[src/hw/rtl/lkhf_pkg.sv]
// Shared types and constants for the line keyword hide filter.
// Holds the beat payload structs, register indexes and the keyword table.
// No dependencies.
`default_nettype none

package lkhf_pkg;

   localparam int unsigned COUNT_BITS   = 24;
   localparam int unsigned UID_BITS     = 32;
   localparam int unsigned SCAN_BITS    = 10;
   localparam int unsigned WINDOW_DEPTH = 7;
   localparam int unsigned CSR_IDX_BITS = 2;
   localparam int unsigned CSR_DATA_BITS = 32;

   localparam logic [UID_BITS-1:0]  MIN_UID_RESET    = 32'd10000;
   localparam logic [SCAN_BITS-1:0] SCAN_LIMIT_RESET = 10'd512;
   localparam logic [SCAN_BITS-1:0] SCAN_MAX         = 10'd1023;

   typedef enum logic [CSR_IDX_BITS-1:0] {
      CSR_HIDE_ENABLE = 2'd0,
      CSR_MIN_UID     = 2'd1,
      CSR_SCAN_LIMIT  = 2'd2,
      CSR_UNUSED      = 2'd3
   } csr_index_type;

   typedef struct packed {
      logic [7:0]            ch;
      logic                  first;
      logic                  last;
      logic [COUNT_BITS-1:0] fill_before;
      logic [COUNT_BITS-1:0] fill_after;
      logic [COUNT_BITS-1:0] buffer_size;
      logic [UID_BITS-1:0]   caller_uid;
   } req_type;

   typedef struct packed {
      logic                  hide;
      logic [COUNT_BITS-1:0] count_out;
   } rsp_type;

   // Keyword table: byte 0 is the first character of each keyword.
   localparam int unsigned KEY_NUM = 11;
   localparam int unsigned KEY_MAX = 8;

   localparam int unsigned KEY_LEN [KEY_NUM] = '{6, 6, 7, 4, 6, 7, 8, 3, 8, 6, 7};

   localparam logic [7:0] KEY_TXT [KEY_NUM][KEY_MAX] = '{
      '{8'h6d, 8'h61, 8'h67, 8'h69, 8'h73, 8'h6b, 8'h00, 8'h00},
      '{8'h7a, 8'h79, 8'h67, 8'h69, 8'h73, 8'h6b, 8'h00, 8'h00},
      '{8'h6c, 8'h73, 8'h70, 8'h6f, 8'h73, 8'h65, 8'h64, 8'h00},
      '{8'h72, 8'h69, 8'h72, 8'h75, 8'h00, 8'h00, 8'h00, 8'h00},
      '{8'h78, 8'h70, 8'h6f, 8'h73, 8'h65, 8'h64, 8'h00, 8'h00},
      '{8'h73, 8'h75, 8'h70, 8'h65, 8'h72, 8'h73, 8'h75, 8'h00},
      '{8'h6b, 8'h69, 8'h6e, 8'h67, 8'h72, 8'h6f, 8'h6f, 8'h74},
      '{8'h2f, 8'h73, 8'h75, 8'h00, 8'h00, 8'h00, 8'h00, 8'h00},
      '{8'h6b, 8'h65, 8'h72, 8'h6e, 8'h65, 8'h6c, 8'h73, 8'h75},
      '{8'h61, 8'h70, 8'h61, 8'h74, 8'h63, 8'h68, 8'h00, 8'h00},
      '{8'h2e, 8'h6d, 8'h61, 8'h67, 8'h69, 8'h73, 8'h6b, 8'h00}
   };

endpackage

`default_nettype wire

[src/hw/rtl/lkhf_match.sv]
// Keyword matcher: flags a keyword that ends at the incoming byte.
// Compares the byte window against the fixed keyword table in lkhf_pkg.
// Depends on lkhf_pkg.
`default_nettype none

module lkhf_match #(
   parameter int unsigned WINDOW_DEPTH = lkhf_pkg::WINDOW_DEPTH
) (
   input  wire logic [WINDOW_DEPTH-1:0][7:0] window,
   input  wire logic [7:0]                   ch,
   output logic                              hit
);

   logic [lkhf_pkg::KEY_NUM-1:0] key_hit;

   for (genvar k = 0; k < lkhf_pkg::KEY_NUM; k++) begin : g_key
      localparam int unsigned LEN = lkhf_pkg::KEY_LEN[k];
      logic [lkhf_pkg::KEY_MAX-1:0] byte_ok;

      assign byte_ok[0] = (lkhf_pkg::KEY_TXT[k][LEN-1] == ch);
      for (genvar j = 1; j < lkhf_pkg::KEY_MAX; j++) begin : g_byte
         if (j < LEN) begin : g_cmp
            assign byte_ok[j] = (lkhf_pkg::KEY_TXT[k][LEN-1-j] == window[j-1]);
         end else begin : g_pad
            assign byte_ok[j] = 1'b1;
         end
      end
      assign key_hit[k] = &byte_ok;
   end

   assign hit = |key_hit;

endmodule

`default_nettype wire

[src/hw/rtl/line_keyword_hide_filter_top.sv]
// Top level of the line keyword hide filter: beat handshakes, CSRs, line state.
// Depends on lkhf_pkg and lkhf_match.
`default_nettype none

// Takes one text byte per beat and, on the last byte of a line, returns one
// beat with the hide flag and the fill count to write back. A byte is taken
// each unstalled cycle; the keyword search, the window shift and the line checks
// finish in the cycle the byte is accepted, and the result sits in an output
// register from the next cycle. Input stall is raised only while that output
// register holds a result that the far side is stalling. CSRs may be written
// at any time the block is idle and take effect on the next accepted byte.
module line_keyword_hide_filter_top #(
   parameter int unsigned WINDOW_DEPTH = lkhf_pkg::WINDOW_DEPTH
) (
   input  wire logic                                  clock,
   input  wire logic                                  reset,
   input  wire logic                                  req_valid,
   output logic                                       req_stall,
   input  wire lkhf_pkg::req_type                     req_data,
   output logic                                       rsp_valid,
   input  wire logic                                  rsp_stall,
   output lkhf_pkg::rsp_type                          rsp_data,
   input  wire logic                                  csr_wr_en,
   input  wire logic [lkhf_pkg::CSR_IDX_BITS-1:0]     csr_index,
   input  wire logic [lkhf_pkg::CSR_DATA_BITS-1:0]    csr_wdata
);

   localparam int unsigned CB = lkhf_pkg::COUNT_BITS;
   localparam int unsigned SB = lkhf_pkg::SCAN_BITS;

   logic                         hide_enable_ff;
   logic [lkhf_pkg::UID_BITS-1:0] min_uid_ff;
   logic [SB-1:0]                scan_limit_ff;

   logic [WINDOW_DEPTH-1:0][7:0] window_ff, window_in, window_cur;
   logic                         hit_ff, hit_in, hit_cur;
   logic                         active_ff, active_in, active_cur;
   logic [SB-1:0]                scanned_ff, scanned_in, scanned_cur;
   logic [CB-1:0]                old_ff, old_in, old_cur;
   logic [CB-1:0]                new_ff, new_in, new_cur;
   logic                         rsp_valid_ff, rsp_valid_in;
   lkhf_pkg::rsp_type            rsp_data_ff, rsp_data_in;

   logic req_fire, rsp_fire, scan_now, match_hit, hide_now;

   assign req_stall = rsp_valid_ff && rsp_stall;
   assign req_fire  = req_valid && !req_stall;
   assign rsp_fire  = rsp_valid_ff && !rsp_stall;
   assign rsp_valid = rsp_valid_ff;
   assign rsp_data  = rsp_data_ff;

   always_ff @(posedge clock) begin
      if (reset) begin
         hide_enable_ff <= 1'b1;
         min_uid_ff     <= lkhf_pkg::MIN_UID_RESET;
         scan_limit_ff  <= lkhf_pkg::SCAN_LIMIT_RESET;
      end else if (csr_wr_en) begin
         unique case (lkhf_pkg::csr_index_type'(csr_index))
            lkhf_pkg::CSR_HIDE_ENABLE: hide_enable_ff <= csr_wdata[0];
            lkhf_pkg::CSR_MIN_UID:     min_uid_ff     <= csr_wdata;
            lkhf_pkg::CSR_SCAN_LIMIT:  scan_limit_ff  <= csr_wdata[SB-1:0];
            lkhf_pkg::CSR_UNUSED:      ;
            default: ;
         endcase
      end
   end

   lkhf_match #(
      .WINDOW_DEPTH(WINDOW_DEPTH)
   ) u_match (
      .window (window_cur),
      .ch     (req_data.ch),
      .hit    (match_hit)
   );

   always_comb begin
      if (req_data.first) begin
         window_cur  = '0;
         hit_cur     = 1'b0;
         scanned_cur = '0;
         old_cur     = req_data.fill_before;
         new_cur     = req_data.fill_after;
         active_cur  = hide_enable_ff && (req_data.caller_uid >= min_uid_ff)
                       && (req_data.buffer_size != '0)
                       && (req_data.fill_before <= req_data.fill_after)
                       && (req_data.fill_after <= req_data.buffer_size);
      end else begin
         window_cur  = window_ff;
         hit_cur     = hit_ff;
         scanned_cur = scanned_ff;
         old_cur     = old_ff;
         new_cur     = new_ff;
         active_cur  = active_ff;
      end

      scan_now = scanned_cur < scan_limit_ff;
      hit_in   = hit_cur || (scan_now && match_hit);
      if (scan_now) begin
         window_in = {window_cur[WINDOW_DEPTH-2:0], req_data.ch};
      end else begin
         window_in = window_cur;
      end
      scanned_in = (scanned_cur == lkhf_pkg::SCAN_MAX) ? scanned_cur : scanned_cur + 1'b1;
      old_in     = old_cur;
      new_in     = new_cur;
      active_in  = active_cur && !req_data.last;

      hide_now = active_cur && hide_enable_ff && hit_in && (new_cur > old_cur);
      rsp_data_in.hide      = hide_now;
      rsp_data_in.count_out = hide_now ? old_cur : new_cur;

      priority if (req_fire && req_data.last) begin
         rsp_valid_in = 1'b1;
      end else if (rsp_fire) begin
         rsp_valid_in = 1'b0;
      end else begin
         rsp_valid_in = rsp_valid_ff;
      end
   end

   always_ff @(posedge clock) begin
      if (reset) begin
         window_ff    <= '0;
         hit_ff       <= 1'b0;
         active_ff    <= 1'b0;
         scanned_ff   <= '0;
         old_ff       <= '0;
         new_ff       <= '0;
         rsp_valid_ff <= 1'b0;
      end else begin
         rsp_valid_ff <= rsp_valid_in;
         if (req_fire) begin
            window_ff  <= window_in;
            hit_ff     <= hit_in;
            active_ff  <= active_in;
            scanned_ff <= scanned_in;
            old_ff     <= old_in;
            new_ff     <= new_in;
         end
      end
   end

   always_ff @(posedge clock) begin
      if (req_fire && req_data.last) begin
         rsp_data_ff <= rsp_data_in;
      end
   end

`ifndef SYNTH
   a_last_gives_beat: assert property (@(posedge clock) disable iff (reset)
      req_fire && req_data.last |=> rsp_valid_ff)
      else $error("last byte accepted without a result beat");

   a_no_spurious_beat: assert property (@(posedge clock) disable iff (reset)
      req_fire && !req_data.last && !req_stall && !rsp_valid_ff |=> !rsp_valid_ff)
      else $error("result beat raised by a non-last byte");

   a_first_restarts_count: assert property (@(posedge clock) disable iff (reset)
      req_fire && req_data.first |=> scanned_ff == {{(SB-1){1'b0}}, 1'b1})
      else $error("scan count not restarted on first byte");

   a_line_closed: assert property (@(posedge clock) disable iff (reset)
      req_fire && req_data.last |=> !active_ff)
      else $error("line left open after last byte");

   a_hide_rolls_back: assert property (@(posedge clock) disable iff (reset)
      req_fire && req_data.last && hide_now |=> rsp_data_ff.count_out < new_ff)
      else $error("hidden line not rolled back");
`endif

endmodule

`default_nettype wire

[config.mk]
export PLATFORM = sky130hd
export DESIGN_NAME = line_keyword_hide_filter_top
export DESIGN_NICKNAME = d
export VERILOG_FILES = /design/src/hw/rtl/lkhf_pkg.sv /design/src/hw/rtl/lkhf_match.sv /design/src/hw/rtl/line_keyword_hide_filter_top.sv
export SDC_FILE = /design/constraint.sdc
export NUM_CORES = 1
export LEC_CHECK = 0
export BUFFER_PORTS_ARGS = -buffer_cell sky130_fd_sc_hd__buf_2
export CORE_MARGIN = 5
export CORE_UTILIZATION = 52
export DETAILED_ROUTE_END_ITERATION = 7
export GPL_TIMING_DRIVEN = 0
export PLACE_DENSITY = 0.77
export SLEW_MARGIN = 20
export SYNTH_ARGS = -nofsm -noshare
export SYNTH_HDL_FRONTEND = slang
export SYNTH_HIERARCHICAL = 1
export SYNTH_SLANG_ARGS = --single-unit
[constraint.sdc]
create_clock -name clock -period 3.7 [get_ports clock]
set_input_delay 0.37 -clock clock [delete_from_list [all_inputs] [get_ports clock]]
set_output_delay 0.37 -clock clock [all_outputs]
set_load 0.1 [all_outputs]
==> run_results.csv, run 1 <==
group,metric,value,unit
synth,ys_seq_area_share,35.6,%
worst_setup_path,timing.critical_path.arrival,3700,ps
clock_tree,postCtsSetupBuffers,0,
power_and_ir_drop,power-per-cell-area,380,nW/um^2
synth,synth_seq_cells,185,
timing,timing.final.crit_period,3540,ps
synth,synth_edf_count,25,
timing,report.final.setup_viol,0,
synth,synthesized_area_divided_by_synthesized_cell_count,8.63,sq um
timing,rsz0062_at_grt,"no",
synth,synthesis.nets,1553,
timing,worst-slew-pin-transition,673,ps
synth,synth_async_reset_ratio,0,%
power_and_ir_drop,power.switching_fraction,30.9,%
clock_tree,worstSkewPairLatency,440,ps
placed_design,gp_routability_congestion,0.926,
floorplan,design.core.area,21000,sq um
worst_setup_path,critPathLaunchType,"primary input",
clock_tree,clock_tree_from_tritoncts,"done",
drt,routed_wl,31200,um
floorplan,std_cell_rows,53,
floorplan,initial_core_util,52.8,%
clock_tree,cts_sinks,185,
flow_run,cap_violations,0,
drt,detail_route.drc_violations,0,
clock_tree,tritoncts.num_buffers,17,
power_and_ir_drop,p_int,3.41,mW
grt,grt_max_degree,26,
synth,yosys_most_used_dff,"sky130_fd_sc_hd__dfxtp_1",
placed_design,placement.io_buffers,177,
hold_path,worst_hold_path_type,"in2reg",
timing,final_min_period_over_clock_period,95.7,%
drt,via_count,10200,
grt,antenna_found_initial,4,
floorplan,ios,180,
grt,number_of_global_route_vias_before_repair,10100,
grt,grt.overflow.total,0,
timing,final.setup.tns,0,ps
final_layout,synthToLayoutAreaGrowth,16.8,%
grt,grt_pass1_wl,49900,um
worst_setup_path,worst_setup_ep_type,"register",
power_and_ir_drop,peakVddDrop,0.276,mV
power_and_ir_drop,sequentialPowerShare,44.0,%
drt,detailedRoute.firstIterationViolations,725,
timing,fmax,0.283,GHz
power_and_ir_drop,p_sw,1.52,mW
worst_setup_path,critical_path_required,3860,ps
run_status,outcome,"complete, no violations",
clock_tree,cts.htree.levels,4,
drt,detail-route-antenna-nets,0,
power_and_ir_drop,power.clock.fraction,37.4,%
worst_setup_path,worst-setup-path-type,"in2reg",
synth,gate_count_post_synth,1286,
power_and_ir_drop,pwr-share-comb,18.6,%
drt,routed_wire_length_per_instance,17.6,um
worst_setup_path,critical_path_peak_fanout,17,
drt,first_pass_iters,5,
power_and_ir_drop,leakage_power_figure,5.84,nW
clock_tree,cts.reportedPaths.clkPinSlew,70,ps
synth,netlist_area,11100,sq um
clock_tree,clk_path_buf_depth,2,
grt,track_usage,25.3,%
floorplan,die_area,24400,sq um
timing,timing.final.hold_violations,0,
placed_design,detailedPlace.worstSlack,-923,ps
clock_tree,post_cts_hold_buffer_count,0,
placed_design,detail_placement_hpwl,24300,um
clock_tree,ctsRootBufferMaster,"sky130_fd_sc_hd__clkbuf_16",
power_and_ir_drop,post-layout-total-power,4.93,mW
timing,skew,10.1,ps
floorplan,dieWidth,156,um
final_layout,layout.nets,1748,
drt,vias_per_cell,5.77,
synth,synth_cell_type_count,67,
timing,timing.final.max_slew_violations,0,
synth,ys_warn_count,6,
timing,worst_slew_margin_rel,55.1,%
clock_tree,cts_resized,9,
floorplan,die_height,156,um
timing,layout_setup_ws,161,ps
final_layout,layout-drive-gt1-share,16.3,%
-- area by class of cell --
class,count,area [sq um]
flip-flops and latches,185,3950
repair buffers,177,886
diodes,2,5.00
plain buffers,66,325
clock buffers,18,429
multi-input cells,912,6420
clock inverters,14,151
well taps,275,344
fillers,1818,8050
inverters,122,458
-- cells in the final DEF, fill, tap and decap left out, types with 11 or more instances in the layout --
| cell type | netlist | routed |
|---|---|---|
| sky130_fd_sc_hd__nor2b_1 | 71 | 65 |
| sky130_fd_sc_hd__nor3_1 | 11 | 11 |
| sky130_fd_sc_hd__nand4_1 | 30 | 30 |
| sky130_fd_sc_hd__nand3_1 | 21 | 21 |
| sky130_fd_sc_hd__nand2_1 | 90 | 90 |
| sky130_fd_sc_hd__clkbuf_1 | 51 | 42 |
| sky130_fd_sc_hd__a21oi_1 | 76 | 76 |
| sky130_fd_sc_hd__buf_2 | 4 | 182 |
| sky130_fd_sc_hd__a211oi_1 | 52 | 52 |
| sky130_fd_sc_hd__nor4_1 | 15 | 15 |
| sky130_fd_sc_hd__clkbuf_16 | 0 | 17 |
| sky130_fd_sc_hd__inv_1 | 121 | 120 |
| sky130_fd_sc_hd__dfxtp_1 | 160 | 160 |
| sky130_fd_sc_hd__edfxtp_1 | 25 | 25 |
| sky130_fd_sc_hd__a21o_1 | 15 | 15 |
| sky130_fd_sc_hd__ha_1 | 114 | 114 |
| sky130_fd_sc_hd__a22oi_1 | 59 | 59 |
| sky130_fd_sc_hd__mux2i_1 | 81 | 81 |
| sky130_fd_sc_hd__nor2_1 | 140 | 140 |
| sky130_fd_sc_hd__o21ai_0 | 24 | 24 |
-- Yosys cell counts, drive strengths merged (6+ instances only) --
library cell  count  area, sq um
a211o             6         52.6
a211oi           52          390
a21o             15          113
a21oi            76          380
a22oi            59          443
buf              16          116
clkbuf           51          191
dfxtp           160         3200
edfxtp           25          751
ha              114         1430
inv             122          458
mux2i            81          811
nand2            90          338
nand3            21          105
nand4            30          188
nand4b            7         61.3
nor2            140          526
nor2b            71          444
nor3             11         55.1
nor4             15         93.8
nor4bb            8         80.1
o21ai            24          120
-- power by group through the flow --
stage	Sequential (mW)	Clock (mW)	Combinational, mW
after global routing	2.18	1.94	1.01
after global placement	2.21	0	0.874
after CTS	2.17	1.85	0.912
after detailed placement	2.21	0	0.901
final	2.17	1.84	0.919
after floorplan	2.31	0	0.505
-- metrics by stage --
stage	hold slack (ps)	cell area, sq um	instances	utilization, %
floorplan	436	11100	1286	-
global placement	442	12300	1738	58.7
detailed placement	447	12300	1738	58.7
CTS	126	12900	1769	61.5
global route	124	13000	1771	61.7
finish	135	13000	1771	61.7
-- cell families (layout without fill, tap and decap cells) --
| family | after synthesis | in the layout | synth area share (%) |
|---|---|---|---|
| adders and majority gates | 114 | 114 | 12.8 |
| and+or+nand+nor | 448 | 448 | 21.0 |
| AOI/OAI and AO/OA | 268 | 268 | 16.3 |
| other | 0 | 2 | 0 |
| DFF | 185 | 185 | 35.6 |
| xor gates and xnor gates | 1 | 1 | 0.0789 |
| buffers and inverters | 189 | 397 | 6.90 |
| muxes | 81 | 81 | 7.30 |
-- metal layers --
metal  vias to the layer above  global-route usage, %  routed length, um
li1                       4989                      -                  -
met1                      4806                   32.0              13400
met2                       357                   43.5              15100
met3                        67                   5.16               1880
met4                         4                   8.31                886
met5                         -                      0                 15
-- registers in the layout (all words and copies together) (netlist names) --
register        flops
active_ff           1
hide_enable_ff      1
hit_ff              1
min_uid_ff         32
new_ff             24
old_ff             24
rsp_data           25
rsp_valid           1
scan_limit_ff      10
scanned_ff         10
window_ff          56
-- final timing paths --
path / from / to / slack, ps / depth (start not counted)
min: csr_wdata[13] / min_uid_ff[13] / 130 / 2
max reg2reg: window_ff[9] / rsp_data[7] / 400 / 11
min reg2reg: min_uid_ff[25] / min_uid_ff[25] / 450 / 2
max: req_data[105] / rsp_data[7] / 160 / 14
-- critical path, cell delays in order --
cell and delay (ps):
sky130_fd_sc_hd__clkbuf_4 250, sky130_fd_sc_hd__buf_4 260, sky130_fd_sc_hd__buf_2 300, sky130_fd_sc_hd__nor2b_1 110, sky130_fd_sc_hd__or2b_1 230, sky130_fd_sc_hd__or4_1 390, sky130_fd_sc_hd__nor4_1 310, sky130_fd_sc_hd__a22oi_1 170
sky130_fd_sc_hd__o2111ai_2 320, sky130_fd_sc_hd__a21oi_1 120, sky130_fd_sc_hd__a2111o_1 410, sky130_fd_sc_hd__buf_6 160, sky130_fd_sc_hd__buf_12 150, sky130_fd_sc_hd__mux2i_1 130
Power figures use the tool's default switching activity.
==> run 2: changes to the inputs <==
--- a/config.mk
+++ b/config.mk
@@ -7,10 +7,10 @@
 export LEC_CHECK = 0
 export BUFFER_PORTS_ARGS = -buffer_cell sky130_fd_sc_hd__buf_2
 export CORE_MARGIN = 5
-export CORE_UTILIZATION = 52
+export CORE_UTILIZATION = 45
 export DETAILED_ROUTE_END_ITERATION = 7
 export GPL_TIMING_DRIVEN = 0
-export PLACE_DENSITY = 0.77
+export PLACE_DENSITY = 0.68
 export SLEW_MARGIN = 20
 export SYNTH_ARGS = -nofsm -noshare
 export SYNTH_HDL_FRONTEND = slang
==> run 2 against run 1 <==
Against the previous run: combinational power barely moved; non-clock buffer count did not move; clock skew rose by 4.0 ps; sequential cell count did not move; clock power fell by 4%; maximum frequency fell by 0.59%; sequential power barely moved; final cell count rose by 2.8%; global-route usage fell by 3.0 points; critical endpoint unchanged; largest power group unchanged; highest routed layer unchanged.
==> run_results.csv, run 2 (synthesized netlist as in run 1, its figures left out) <==
group,metric,value,unit
run_status,outcome,"complete, no violations",
grt,antenna_found_initial,5,
timing,report.final.setup_viol,0,
timing,rsz0062_at_grt,"no",
worst_setup_path,worst_path_bufs_invs,5,
placed_design,place_area,12400,sq um
power_and_ir_drop,peakVddDrop,0.268,mV
timing,layout_setup_ws,140,ps
grt,grt_pass1_wl,50800,um
clock_tree,cts.htree.levels,4,
power_and_ir_drop,power.clock.fraction,36.5,%
timing,final.setup.tns,0,ps
power_and_ir_drop,pwr-share-comb,18.9,%
grt,grt.overflow.total,0,
floorplan,initial_core_util,45.7,%
final_layout,mostFrequentLayoutCell,"sky130_fd_sc_hd__buf_2",
power_and_ir_drop,p_sw,1.51,mW
hold_path,hold-path-cell-count,2,
drt,vias_per_cell,5.53,
worst_setup_path,worst-setup-path-type,"in2reg",
floorplan,std_cell_rows,57,
worst_setup_path,crit_chain,"clkbuf_4, buf_4, clkbuf_2, nor2b_1, or2b_1, or4_1, nor4_1, a22oi_1, o2111ai_2, a21oi_1, a2111o_1, buf_6, buf_12, mux2i_1",
worst_setup_path,critPathLaunchType,"primary input",
placed_design,placement.io_buffers,177,
clock_tree,cts.reportedPaths.clkPinSlew,70,ps
timing,timing.final.hold_violations,0,
power_and_ir_drop,leakage_power_figure,5.85,nW
hold_path,worst_hold_path_type,"in2reg",
final_layout,layout-drive-gt1-share,16.4,%
drt,routed_wl,31500,um
floorplan,ios,180,
floorplan,dieWidth,167,um
clock_tree,cts_sinks,185,
floorplan,die_area,27900,sq um
hold_path,worstHoldStart,"csr_wdata[10]",
timing,worst_slew_margin_rel,54.4,%
worst_setup_path,timing.critical_path.arrival,3730,ps
worst_setup_path,worstReg2RegStart,"window_ff[19]",
worst_setup_path,regToRegSetupSlack,350,ps
worst_setup_path,cp_slowest_stage_delay,420,ps
floorplan,design.core.area,24300,sq um
worst_setup_path,worst_path_dominant_cell_family,"simple AND/OR/NAND/NOR gates",
clock_tree,post_cts_hold_buffer_count,0,
timing,worst_hold_slack,133,ps
timing,timing.final.max_slew_violations,0,
clock_tree,worstSkewPairLatency,440,ps
timing,final_min_period_over_clock_period,96.2,%
final_layout,synthToLayoutAreaGrowth,17.3,%
final_layout,regMostFlops,"window_ff",
placed_design,gp_routability_congestion,0.893,
flow_run,cap_violations,0,
drt,via_count,10100,
power_and_ir_drop,post-layout-total-power,4.85,mW
clock_tree,clock_tree_from_tritoncts,"done",
clock_tree,ctsRootBufferMaster,"sky130_fd_sc_hd__clkbuf_16",
final_layout,layout_common_cells,"sky130_fd_sc_hd__buf_2 (182), sky130_fd_sc_hd__dfxtp_1 (160), sky130_fd_sc_hd__nor2_1 (140)",
grt,number_of_global_route_vias_before_repair,9879,
grt,track_usage,22.3,%
final_layout,layout.nets,1748,
hold_path,whs_endpoint,"min_uid_ff[10]",
timing,timing.final.crit_period,3560,ps
power_and_ir_drop,sequentialPowerShare,44.7,%
power_and_ir_drop,power.switching_fraction,31.2,%
drt,detail_route.drc_violations,0,
floorplan,die_height,167,um
timing,worst-slew-pin-transition,682,ps
clock_tree,clk_path_buf_depth,2,
drt,first_pass_iters,5,
worst_setup_path,critical_path_peak_fanout,17,
power_and_ir_drop,p_int,3.34,mW
worst_setup_path,critical_path_required,3870,ps
timing,fmax,0.281,GHz
final_layout,largest_reg_flops,56,
clock_tree,tritoncts.num_buffers,17,
worst_setup_path,reg2reg_to,"rsp_data[7]",
power_and_ir_drop,power-per-cell-area,372,nW/um^2
drt,routed_wire_length_per_instance,17.3,um
placed_design,detail_placement_hpwl,25000,um
worst_setup_path,worst_reg2reg_path_length_in_cells,11,
worst_setup_path,worst_setup_ep_type,"register",
drt,detail-route-antenna-nets,0,
placed_design,detailedPlace.worstSlack,-957,ps
timing,skew,14.1,ps
drt,detailedRoute.firstIterationViolations,637,
worst_setup_path,timing.critical_path.slowest_stage_cell,"sky130_fd_sc_hd__a2111o_1",
grt,grt_max_degree,26,
final_layout,postLayoutCellArea,13000,sq um
[run 2: changes by cell type in the layout (fill, tap and decap cells not counted), moves of 2 or more]
cell and change:
sky130_fd_sc_hd__inv_6 -3, sky130_fd_sc_hd__clkbuf_1 -2, sky130_fd_sc_hd__clkinv_4 +2, sky130_fd_sc_hd__inv_8 +2
[run 2: layout make-up]
class	count	area [sq um]
antenna	2	5.00
fill	2283	11300
timing repair buffer	177	886
buffer	66	327
inverter	122	458
sequential	185	3950
clock inverter	15	136
tap	324	405
clock buffer	17	425
multi-input combinational	912	6430
[run 2: worst reg2reg max path, stage by stage, from the launching register on]
cell,delay (ps)
sky130_fd_sc_hd__dfxtp_1,370
sky130_fd_sc_hd__nor2b_1,290
sky130_fd_sc_hd__or2b_1,250
sky130_fd_sc_hd__or4_1,390
sky130_fd_sc_hd__nor4_1,300
sky130_fd_sc_hd__a22oi_1,140
sky130_fd_sc_hd__o2111ai_2,330
sky130_fd_sc_hd__a21oi_1,140
sky130_fd_sc_hd__a2111o_1,420
sky130_fd_sc_hd__buf_6,160
sky130_fd_sc_hd__buf_12,160
sky130_fd_sc_hd__mux2i_1,140
[run 2: worst max path at each step]
stage,from,endpoint,slack [ps],cells past startpoint
after floorplan,req_data[105],rsp_data[10],30,13
after global placement,req_data[105],rsp_data[15],-980,16
after detailed placement,req_data[105],rsp_data[15],-960,16
after CTS,req_data[105],rsp_data[15],30,14
after global routing,req_data[105],rsp_data[15],7,14
final,req_data[105],rsp_data[7],140,14
[run 2: routing by layer]
metal,vias to the layer above,routed length (um),global-route usage [%]
met5,-,34,0
met4,6,538,5.69
met3,44,1780,4.67
met2,265,15200,37.8
met1,4750,14000,29.1
li1,5000,-,-
[run 2: repair_timing]
item,4_1_cts,5_1_grt
resized for setup,9,15
setup endpoints to repair,46,24
buffers inserted,0,0
[run 2: power groups by stage]
stage               combinational, mW  sequential, mW  clock (mW)
finish                          0.916            2.17        1.77
CTS                             0.911            2.16        1.79
floorplan                       0.505            2.31           0
detailed placement              0.903            2.21           0
global placement                0.882            2.21           0
global route                     1.02            2.17        1.89
[run 2: per-stage QoR]
step / instances / utilization [%]
after floorplan: 1286 / -
final: 1820 / 53.5
after global placement: 1787 / 51.0
after CTS: 1818 / 53.4
after global routing: 1820 / 53.5
after detailed placement: 1787 / 51.0
==> run 3: changes to the inputs <==
--- a/config.mk
+++ b/config.mk
@@ -11,7 +11,8 @@
 export DETAILED_ROUTE_END_ITERATION = 7
 export GPL_TIMING_DRIVEN = 0
 export PLACE_DENSITY = 0.68
-export SLEW_MARGIN = 20
+export SETUP_SLACK_MARGIN = 0.5
+export SLEW_MARGIN = 10
 export SYNTH_ARGS = -nofsm -noshare
 export SYNTH_HDL_FRONTEND = slang
 export SYNTH_HIERARCHICAL = 1
==> run 3 against run 2 <==
Against the previous run: combinational power grew 8.0%; global-route usage shrank 0.11 points; non-clock buffer count increased by 14; largest cell class unchanged; highest routed layer unchanged; die area did not move; sequential share of layout area down 1.2 points; count of clock-buffer cells in the layout grew 2; critical path depth fell by 3; largest power group unchanged; register-to-register slack improved by 220 ps; final cell count grew 0.82%.
==> run_results.csv, run 3 (synthesized netlist as in run 1, its figures left out) <==
group,metric,value,unit
run_status,outcome,"complete, no violations",
worst_setup_path,reg2reg_to,"rsp_data[12]",
worst_setup_path,worst_path_bufs_invs,2,
floorplan,std_cell_rows,57,
power_and_ir_drop,sequentialPowerShare,44.4,%
worst_setup_path,regToRegSetupSlack,570,ps
worst_setup_path,path_depth,11,
floorplan,die_height,167,um
final_layout,largest_reg_flops,56,
drt,detail-route-antenna-nets,0,
timing,rsz0062_at_grt,"no",
final_layout,synthToLayoutAreaGrowth,22.1,%
hold_path,worst_hold_path_type,"in2reg",
drt,routed_wire_length_per_instance,17.5,um
floorplan,design.core.area,24300,sq um
power_and_ir_drop,peakVddDrop,0.333,mV
drt,via_count,10200,
grt,grt_pass1_wl,50800,um
worst_setup_path,critical_path_required,3960,ps
clock_tree,post_cts_hold_buffer_count,0,
clock_tree,cts_sinks,185,
timing,skew,12.6,ps
timing,timing.final.max_slew_violations,0,
floorplan,die_area,27900,sq um
floorplan,ios,180,
placed_design,gp_routability_congestion,0.904,
drt,vias_per_cell,5.56,
power_and_ir_drop,pwr-share-comb,20.2,%
grt,grt_max_degree,26,
grt,antenna_found_initial,6,
timing,layout_setup_ws,571,ps
drt,first_pass_iters,5,
timing,report.final.setup_viol,0,
worst_setup_path,worst_path_dominant_cell_family,"compound AO/OA/AOI/OAI gates",
timing,fmax,0.320,GHz
placed_design,detailedPlace.worstSlack,-570,ps
worst_setup_path,timing.critical_path.arrival,3390,ps
floorplan,dieWidth,167,um
power_and_ir_drop,power.switching_fraction,31.1,%
worst_setup_path,crit_chain,"ha_1, nand2b_4, a2111oi_4, a2111oi_2, o31a_1, or4_4, nand4_1, a2111o_1, buf_6, buf_12, mux2i_1",
timing,final_min_period_over_clock_period,84.6,%
drt,detailedRoute.firstIterationViolations,567,
clock_tree,cts.htree.levels,4,
timing,worst_slew_margin_rel,20.3,%
hold_path,worstHoldStart,"csr_wdata[13]",
floorplan,initial_core_util,45.7,%
worst_setup_path,critical_path_peak_fanout,10,
power_and_ir_drop,p_sw,1.52,mW
clock_tree,tritoncts.num_buffers,17,
worst_setup_path,worst-setup-path-type,"reg2reg",
power_and_ir_drop,post-layout-total-power,4.89,mW
timing,timing.final.crit_period,3130,ps
hold_path,whs_endpoint,"min_uid_ff[13]",
placed_design,detail_placement_hpwl,24800,um
flow_run,cap_violations,0,
clock_tree,ctsRootBufferMaster,"sky130_fd_sc_hd__clkbuf_16",
grt,track_usage,22.2,%
worst_setup_path,timing.critical_path.slowest_stage_cell,"sky130_fd_sc_hd__or4_4",
final_layout,regMostFlops,"window_ff",
final_layout,mostFrequentLayoutCell,"sky130_fd_sc_hd__buf_2",
drt,detail_route.drc_violations,0,
final_layout,layout.nets,1762,
worst_setup_path,cp_slowest_stage_delay,570,ps
worst_setup_path,worst_setup_ep_type,"register",
drt,routed_wl,32000,um
worst_setup_path,worstReg2RegStart,"min_uid_ff[0]",
power_and_ir_drop,leakage_power_figure,5.97,nW
final_layout,layout-drive-gt1-share,19.8,%
grt,number_of_global_route_vias_before_repair,10200,
worst_setup_path,critPathLaunchType,"register",
final_layout,layout_common_cells,"sky130_fd_sc_hd__buf_2 (181), sky130_fd_sc_hd__dfxtp_1 (160), sky130_fd_sc_hd__nor2_1 (140)",
hold_path,hold-path-cell-count,2,
power_and_ir_drop,power-per-cell-area,361,nW/um^2
power_and_ir_drop,p_int,3.37,mW
placed_design,placement.io_buffers,177,
grt,grt.overflow.total,0,
clock_tree,clock_tree_from_tritoncts,"done",
worst_setup_path,worst_reg2reg_path_length_in_cells,11,
clock_tree,cts.reportedPaths.clkPinSlew,80,ps
timing,worst-slew-pin-transition,1190,ps
timing,worst_hold_slack,139,ps
clock_tree,clk_path_buf_depth,2,
clock_tree,worstSkewPairLatency,440,ps
timing,timing.final.hold_violations,0,
power_and_ir_drop,power.clock.fraction,35.4,%
## run 3: final cells by class
cell class	instances	area (sq um)
clock buffers	19	433
multi-input cells	912	6730
plain buffers	67	459
diodes	3	7.51
clock inverters	13	109
inverters	122	458
flip-flops and latches	185	3950
well taps	324	405
repair buffers	190	1000
fillers	2172	10800
## run 3: worst max path at each step
stage	start	to	slack [ps]
floorplan	req_data[105]	rsp_data[10]	500
global placement	req_data[105]	rsp_data[12]	-530
detailed placement	req_data[105]	rsp_data[7]	-570
CTS	req_data[105]	rsp_data[12]	510
global route	req_data[105]	rsp_data[4]	510
finish	min_uid_ff[0]	rsp_data[12]	570
## run 3: what timing repair did
item,4_1_cts,5_1_grt
pin swaps,2,10
setup endpoints to repair,73,65
buffers inserted,1,11
resized for setup,24,62
gates cloned,0,1
## run 3: metrics by stage
stage | setup TNS (ps) | cells | util [%] | instance area, sq um
after global placement | -13510 | 1787 | 51.5 | 12500
after floorplan | 0 | 1286 | - | 11200
after global routing | 0 | 1835 | 55.7 | 13600
after CTS | 0 | 1820 | 54.1 | 13200
final | 0 | 1835 | 55.7 | 13600
after detailed placement | -16510 | 1787 | 51.5 | 12500
## run 3: power groups by stage
stage	clock network, mW	logic [mW]	registers, mW
2_1_floorplan	0	0.516	2.31
6_report	1.73	0.989	2.17
3_3_place_gp	0	0.894	2.21
3_5_place_dp	0	0.916	2.21
4_1_cts	1.76	0.944	2.17
5_1_grt	1.85	1.09	2.18
## run 3: metal layers
| metal | global-route usage, % | share of wire, % | routed length [um] |
|---|---|---|---|
| met1 | 28.0 | 44 | 14000 |
| met2 | 37.7 | 48 | 15300 |
| met3 | 4.55 | 5.7 | 1830 |
| met4 | 7.97 | 2.7 | 872 |
| met5 | 0 | 0.11 | 34 |
